===== src/hw/rtl/lth_pkg.sv =====
package lth_pkg;

    // Character codes
    localparam logic [7:0] CHAR_NUL   = 8'h00;
    localparam logic [7:0] CHAR_TAB   = 8'h09;
    localparam logic [7:0] CHAR_LF    = 8'h0a;
    localparam logic [7:0] CHAR_CR    = 8'h0d;
    localparam logic [7:0] CHAR_SPACE = 8'h20;
    localparam logic [7:0] CHAR_HASH  = 8'h23;
    localparam logic [7:0] CHAR_LBRC  = 8'h7b;
    localparam logic [7:0] CHAR_RBRC  = 8'h7d;

    // djb2 seed
    localparam logic [31:0] HASH_SEED = 32'd5381;

    // Field widths
    localparam int BYTE_W  = 8;
    localparam int WORD_W  = 32;
    localparam int HALF_W  = 16;
    localparam int REC_W   = 4 * WORD_W;

    // Line phase
    typedef enum logic [1:0] {
        PH_HEAD  = 2'd0,
        PH_TOKEN = 2'd1,
        PH_REST  = 2'd2,
        PH_SKIP  = 2'd3
    } phase_t;

    // One output record
    typedef struct packed {
        logic [WORD_W-1:0] djb2_value;
        logic [WORD_W-1:0] sum_and_length;
        logic [WORD_W-1:0] token_offset;
        logic [WORD_W-1:0] line_number;
    } record_t;

endpackage


===== src/hw/rtl/line_token_hasher.sv =====
// Line token hasher: takes a text stream one byte per beat and emits one
// record per line that carries a token (the line's first word).
//
// Input channel s_*: one byte per beat in s_tdata[7:0].
// Output channel m_*: one record per beat, 128 bits of m_tdata:
//   line number, token offset, signed byte sum with length, djb2 hash.
//
// A record appears on m_tvalid in the cycle after the LF or CR ending a
// token line is accepted. One byte per cycle while s_tready is high; the
// per-byte update is a single shift-add of the hash plus the phase decode.
//
// Reset clears the position and line counters, the phase and the output
// valid; the hash restarts at its seed.
//
// When the receiver stalls with a record held, s_tready drops until the
// record is taken; s_tready follows m_tready in the same cycle, so a byte
// and a record move together without a bubble.
module line_token_hasher
(
    input  logic                      clk,
    input  logic                      rst_n,
    input  logic                      s_tvalid,
    output logic                      s_tready,
    input  logic [lth_pkg::BYTE_W-1:0] s_tdata,  // [7:0] byte_in
    output logic                      m_tvalid,
    input  logic                      m_tready,
    // [31:0] line_number, [63:32] token_offset, [95:64] sum_and_length,
    // [127:96] djb2_value
    output logic [lth_pkg::REC_W-1:0] m_tdata
);

    import lth_pkg::*;

    logic                s_accept;
    logic [WORD_W-1:0]   sbyte;
    logic                is_eol;
    logic                is_skip_head;

    logic [WORD_W-1:0]   pos_reg, pos_next;
    logic [WORD_W-1:0]   line_reg, line_next;
    phase_t              phase_reg, phase_next;
    logic                cr_reg, cr_next;
    logic                seen_reg, seen_next;
    logic [WORD_W-1:0]   start_reg, start_next;
    logic [HALF_W-1:0]   len_reg, len_next;
    logic [HALF_W-1:0]   sum_reg, sum_next;
    logic [WORD_W-1:0]   hash_reg, hash_next;

    logic                emit;
    logic                out_valid_reg, out_valid_next;
    record_t             out_reg, out_next;

    // Handshake
    assign s_tready = !out_valid_reg || m_tready;
    assign s_accept = s_tvalid && s_tready;

    // Byte decode
    assign sbyte        = {{(WORD_W-BYTE_W){s_tdata[BYTE_W-1]}}, s_tdata};
    assign is_eol       = (s_tdata == CHAR_LF) || (s_tdata == CHAR_CR);
    assign is_skip_head = (s_tdata == CHAR_HASH) || (s_tdata == CHAR_LBRC)
                       || (s_tdata == CHAR_RBRC) || (s_tdata == CHAR_TAB);

    // Next state of the line scanner
    always_comb
    begin
        pos_next   = pos_reg;
        line_next  = line_reg;
        phase_next = phase_reg;
        cr_next    = cr_reg;
        seen_next  = seen_reg;
        start_next = start_reg;
        len_next   = len_reg;
        sum_next   = sum_reg;
        hash_next  = hash_reg;
        emit       = 1'b0;
        if (s_accept)
        begin
            pos_next = pos_reg + 1'b1;
            cr_next  = 1'b0;
            if (cr_reg && (s_tdata == CHAR_LF))
            begin
                // LF of a CRLF pair: dropped
            end
            else if (is_eol)
            begin
                line_next  = line_reg + 1'b1;
                cr_next    = (s_tdata == CHAR_CR);
                emit       = seen_reg;
                seen_next  = 1'b0;
                phase_next = PH_HEAD;
            end
            else
            begin
                logic begin_tok;
                logic take_tok;
                begin_tok = 1'b0;
                take_tok  = 1'b0;
                unique case (phase_reg)
                    PH_HEAD:
                    begin
                        if (is_skip_head)
                            phase_next = PH_SKIP;
                        else
                            begin_tok = 1'b1;
                    end
                    PH_TOKEN:
                    begin
                        if (s_tdata == CHAR_NUL)
                            begin_tok = 1'b1;
                        else if ((s_tdata == CHAR_TAB) || (s_tdata == CHAR_SPACE))
                            phase_next = PH_REST;
                        else
                            take_tok = 1'b1;
                    end
                    default:
                    begin
                        if (s_tdata == CHAR_NUL)
                            begin_tok = 1'b1;
                    end
                endcase
                if (begin_tok)
                begin
                    start_next = pos_reg;
                    len_next   = HALF_W'(1);
                    sum_next   = sbyte[HALF_W-1:0];
                    hash_next  = WORD_W'(HASH_SEED * 33) + sbyte;
                    seen_next  = 1'b1;
                    phase_next = PH_TOKEN;
                end
                else if (take_tok)
                begin
                    len_next  = len_reg + 1'b1;
                    sum_next  = sum_reg + sbyte[HALF_W-1:0];
                    hash_next = (hash_reg << 5) + hash_reg + sbyte;
                end
            end
        end
    end

    // Output record and its valid
    always_comb
    begin
        out_valid_next = out_valid_reg;
        out_next       = out_reg;
        if (out_valid_reg && m_tready)
            out_valid_next = 1'b0;
        if (emit)
        begin
            out_valid_next          = 1'b1;
            out_next.line_number    = line_next;
            out_next.token_offset   = start_reg;
            out_next.sum_and_length = {len_reg, sum_reg};
            out_next.djb2_value     = hash_reg;
        end
    end

    // Control state
    always_ff @(posedge clk or negedge rst_n)
    begin
        if (!rst_n)
        begin
            pos_reg       <= '0;
            line_reg      <= '0;
            phase_reg     <= PH_HEAD;
            cr_reg        <= 1'b0;
            seen_reg      <= 1'b0;
            start_reg     <= '0;
            len_reg       <= '0;
            sum_reg       <= '0;
            hash_reg      <= HASH_SEED;
            out_valid_reg <= 1'b0;
        end
        else
        begin
            pos_reg       <= pos_next;
            line_reg      <= line_next;
            phase_reg     <= phase_next;
            cr_reg        <= cr_next;
            seen_reg      <= seen_next;
            start_reg     <= start_next;
            len_reg       <= len_next;
            sum_reg       <= sum_next;
            hash_reg      <= hash_next;
            out_valid_reg <= out_valid_next;
        end
    end

    // Record payload
    always_ff @(posedge clk)
    begin
        out_reg <= out_next;
    end

    assign m_tvalid = out_valid_reg;
    assign m_tdata  = out_reg;

`ifndef SYNTHESIS
    // A held record always carries the current line count
    a_rec_line: assert property (@(posedge clk) disable iff (!rst_n)
        out_valid_reg |-> (out_reg.line_number == line_reg))
        else $error("record line number out of step with line counter");

    // A line end after a token produces a record next cycle
    a_emit: assert property (@(posedge clk) disable iff (!rst_n)
        (s_accept && is_eol && seen_reg && !(cr_reg && (s_tdata == CHAR_LF)))
        |=> out_valid_reg)
        else $error("token line end did not produce a record");

    // Every accepted byte advances the stream position by one
    a_pos: assert property (@(posedge clk) disable iff (!rst_n)
        s_accept |=> (pos_reg == $past(pos_reg) + 1'b1))
        else $error("byte position did not advance");

    // A pending token exists only in the token or rest-of-line phase
    a_seen_phase: assert property (@(posedge clk) disable iff (!rst_n)
        seen_reg |-> ((phase_reg == PH_TOKEN) || (phase_reg == PH_REST)))
        else $error("token flag set outside token phases");
`endif

endmodule


===== config.mk =====
export PLATFORM = sky130hd
export DESIGN_NAME = line_token_hasher
export DESIGN_NICKNAME = d
export VERILOG_FILES = /design/src/hw/rtl/lth_pkg.sv /design/src/hw/rtl/line_token_hasher.sv
export SDC_FILE = /design/constraint.sdc
export NUM_CORES = 1
export LEC_CHECK = 0
export ABC_AREA = 1
export BUFFER_PORTS_ARGS = -buffer_cell sky130_fd_sc_hd__buf_2
export CAP_MARGIN = 15
export CORE_ASPECT_RATIO = 1.1
export CORE_MARGIN = 4
export CORE_UTILIZATION = 35
export CTS_CLUSTER_SIZE = 14
export DETAILED_ROUTE_END_ITERATION = 10
export PLACE_DENSITY = 0.57
export RECOVER_POWER = 50
export SETUP_SLACK_MARGIN = 0.4
export SLEW_MARGIN = 10
export SYNTH_ARGS = -nofsm -noshare
export SYNTH_HDL_FRONTEND = slang
export SYNTH_SLANG_ARGS = --single-unit

===== constraint.sdc =====
create_clock -name clk -period 19.7 [get_ports clk]
set_input_delay 2.955 -clock clk [delete_from_list [all_inputs] [get_ports clk]]
set_output_delay 2.955 -clock clk [all_outputs]
set_load 0.02 [all_outputs]

# After elaboration in Yosys (flattened, before gate mapping)
# Index checks and enable logic that the tools add are counted.
# Widths: inputs -> output; s select.
[word_totals]
register_bits = 293
output_inout_bits = 130
[classes]
n_reduce_logical = 20
muxes = 36
n_eq_ne = 11
addsub = 7
bitwise_logic = 2
[op_table]
columns = ["op", "n"]
rows = [
  ["$mux 32", 5],
  ["$add 32x1->32 const B", 2],
  ["$add 32x32->32", 2],
  ["$mux 16", 4],
  ["$eq 8x4->1 const B", 3],
  ["$mux 1", 21],
  ["$add 19x8->20 const A", 1],
  ["$add 16x1->16 const B", 1],
  ["$add 16x16->16", 1],
  ["$eq 8x6->1 const B", 2],
  ["$eq 8x7->1 const B", 2],
  ["$ne 4x4->1 const B", 3],
  ["$mux 2", 5],
  ["$logic_not 8->1", 1],
  ["$reduce_and 4->1", 2],
  ["$logic_or 1x1->1", 6],
  ["$reduce_and 6->1", 1],
  ["$reduce_bool 2->1", 3],
  ["$pmux 2 s2", 1],
  ["$reduce_bool 4->1", 1],
  ["$logic_and 1x1->1", 3],
  ["$reduce_and 3->1", 1],
  ["$eq 2x1->1 const B", 1],
  ["$logic_not 2->1", 1],
  ["other kinds (2)", 3],
]

# Depth between registers and ports, before layout
[depth]
word_depth = 11
ltp_mapped = 15
depth_no_buf = 15

# Worst setup path before layout
# No wires, ideal clock.
[synth_timing]
kind = "input to register"
start = "input s_tdata[1] in the netlist's numbering"
end = "register out_reg, in the netlist m_tdata[0] (enable)"
slack_ns = 9.776
path_buffers = 0
cell_stages = 8
arrival_ns = 9.308
path_cell_list = "inv_1 -> ha_1 -> nand3_1 -> a21oi_4 -> inv_2 -> nor2_4 -> inv_2 -> nor2_1"
[synth_via]
elab_chain_cells = 5
word_cells_on_any_way = 7
[synth_rtl]
columns = ["item", "line", "text"]
rows = [
  ["from (decl)", "line_token_hasher.sv:24", "input logic [lth_pkg::BYTE_W-1:0] s_tdata,"],
  ["$eq 8x4->1, on equally long branches", "line_token_hasher.sv:59, line_token_hasher.sv:80", ""],
  ["$logic_or 1x1->1", "line_token_hasher.sv:59", "assign is_eol = (s_tdata == CHAR_LF) || (s_tdata == CHAR_CR);"],
  ["$mux 1", "line_token_hasher.sv:84", "else if (is_eol)"],
  ["$mux 1 *", "line_token_hasher.sv:80", "if (cr_reg && (s_tdata == CHAR_LF))"],
  ["$mux 1 *", "line_token_hasher.sv:76", "if (s_accept)"],
  ["net emit", "line_token_hasher.sv:49", "logic emit;"],
  ["to (signal assigned)", "line_token_hasher.sv:191", "out_reg <= out_next;"],
  ["to (decl)", "line_token_hasher.sv:51", "record_t out_reg, out_next;"],
]
# Mark *: on every way through the listed nets, which the timed path passes. The rest lies on a longest branch.
# A chain may end at the register's enable or synchronous reset.

==> impl_metrics.toml <==
[power]
pwr-share-seq_pct = 33.0
p_switching_w = 0.00109
p_sw_share_pct = 41.8
p_leak_nw = 7.98
internal_power_w = 0.00151
pwr-share-clk_pct = 23.4
max-vdd-ir-drop_mv = 0.0802
powerDensity_nw_per_um2 = 148
p_comb_share_pct = 43.6

[setup_path]
cp_cell_sequence = "clkbuf_1, clkbuf_1"
worst-path-stages = 2
worstRegToRegCells = 8
critPathMaxFanout = 89
cp_num_buf_inv = 2
crit_family = "buffers and inverters"
crit_arrival_ns = 9.71
crit_required_ns = 19.42
endpoint_kind = "asynchronous set/reset pin"
worstSetupStartpointType = "input pin"
crit_top_cell = "clkbuf_1"
cp_slowest_cell = "clkbuf_1"
max_stage_delay_ns = 3.52
criticalPathCategory = "in -> async"

[clocking]
clk_path_buf_depth = 3
hold_buffers = 0
worst_skew_pair.late_latency_ns = 0.58
htree_levels = 1
cts_setup_buffers = 0
cts.clk_slew.worst_paths_ns = 0.06
cts-root-buf = "clkbuf_16"
numCtsBuffers = 30
cts_resized = 0
cts_tree = "done"
cts_sinks = 293

[floorplan]
top_level_ports = 142
die_w_um = 208
start_util_pct = 35.4
design.core.area_um2 = 43400
dieArea_um2 = 47300
rows = 80
die_h_um = 228

[timing]
finalCritPeriodShare_pct = 50.7
fin_crit_ns = 9.99
fin_skew_ns = 0.0224
slew_headroom_pct = -242
hold_viol = 0
fmax_ghz = 0.100
setup_violations = 0
tightest_slew_ns = 5.14
rsz0062_at_grt = "false"
tns_ns = 0
drv_slew = 208

[global_routing]
grt_start_max_net_pins = 90
antenna_found_initial = 0
grt_pass1_wl_um = 62600
gr-usage-all-layers_pct = 15.8
globalRouteOverflowTotal = 0
grt_pass1_vias = 11800

[finish]
syn2layout_area_growth_pct = 14.3
finalNonFillerCells = 2440
drive_gt1_share_pct = 4.61
nets = 1939
antenna_cells = 0
final_common_cell = "nand2_1"
layout_common_cells = "475 x nand2_1, 192 x inv_1, 160 x nand3_1, 160 x dfrtp_1, 137 x clkbuf_1"
largest_reg_flops = 128

[synthesis]
avgSynthCellArea_um2 = 9.09
syn_inst = 1692
yosysWarnings = 0
synthArstFlopShare_pct = 56.3
ys_ff_latch = 293
synth_area_um2 = 15400
yosysSeqAreaShare_pct = 51.9
synth_edf_count = 128
synth_fp_nets = 1789
synth_cell_types = 40
synth_ff_type = "dfrtp_1"

[run_status]
status = "finished, violations left"
violations = "max-capacitance violations, max-slew violations"

[min_path]
worstHoldPathCells = 0
hp-class = "reg -> reg"

[routing]
drtIter0Drc = 684
route.detailed.drc = 0
wirelength_um = 37900
ant_nets = 0
wl_per_cell_um = 15.5
drtPass1Iterations = 7
avgViaCountPerCell = 4.80
vias = 11700

[placed_design]
gp_congestion = 0.917
place_inst = 2384
port-buffer-count = 141
hpwl_um = 26900

[run]
maxCapViolCount = 3
==> path summary, 6_finish.rpt <==
path                               start            to  slack (ns)
max in group clk              s_tdata[7]   hash_reg[5]       12.09
hold reg to reg            start_reg[30]   m_tdata[62]        0.44
setup reg to reg                m_tvalid  hash_reg[12]       16.67
hold / removal             start_reg[30]   m_tdata[62]        0.44
min in group asynchronous          rst_n   len_reg[14]        4.24
setup / recovery                   rst_n   pos_reg[13]        9.72
==> cell families (layout without fill, tap and decap cells) <==
logic type / Yosys count / count (layout) / synth area share [%]
AOI/OAI and AO/OA: 150 / 150 / 5.20
xor gates and xnor gates: 88 / 88 / 5.01
adders and majority gates: 85 / 85 / 8.29
buffers and inverters: 228 / 402 / 5.90
DFF: 293 / 293 / 51.9
and+or+nand+nor: 848 / 848 / 23.7
==> final cells by class <==
type	instances	area [um2]
Tap cell	574	718
Inverter	196	736
Clock buffer	37	797
Clock inverter	19	263
Timing Repair Buffer	150	603
Sequential cell	293	7980
Fill cell	4403	25900
Multi-Input combinational cell	1171	6480
==> metal layers <==
metal  vias to the layer above  GRT usage (%)  part of all wire, %
li1                       5825              -                    -
met1                      5609           21.3                   47
met2                       227           26.6                   47
met3                        50           2.68                  4.4
met4                         0           4.15                  2.2
met5                         -              0                    0
==> metrics by stage <==
stage          utilization, %  worst slack, ns  power [W]  instance area, um2  hold WS (ns)
2_1_floorplan               -             9.78    0.00170               15400         0.425
3_3_place_gp             38.5            13.41    0.00198               16700         0.432
3_5_place_dp             38.5            13.42    0.00200               16700         0.430
4_1_cts                  40.9            13.42    0.00263               17800         0.447
5_1_grt                  40.5             7.98    0.00284               17600         0.456
6_report                 40.5             9.72    0.00260               17600         0.443
==> power by group through the flow <==
stage                     combinational (W)  clock [W]  sequential, W
after floorplan                    0.000876          0       0.000828
after global placement              0.00111          0       0.000871
after detailed placement            0.00113          0       0.000870
after CTS                           0.00114   0.000629       0.000861
after global routing                0.00131   0.000653       0.000873
final                               0.00113   0.000609       0.000858
==> cells in the mapped netlist (all sizes together) (10+ instances only) <==
cell type,number,share of area [%]
xnor2,16,0.91
buf,22,0.87
a21oi,55,1.9
xor2,72,4.1
nor2,127,3.4
nand4,27,1.1
nand3b,11,0.62
nor3,37,1.3
fa,28,3.6
inv,195,4.8
dfrtp,160,26
nand3,161,5.3
nand2,477,12
edfxtp,128,25
o21ai,80,2.6
clkbuf,10,0.24
ha,57,4.6
Power figures use the tool's default switching activity.
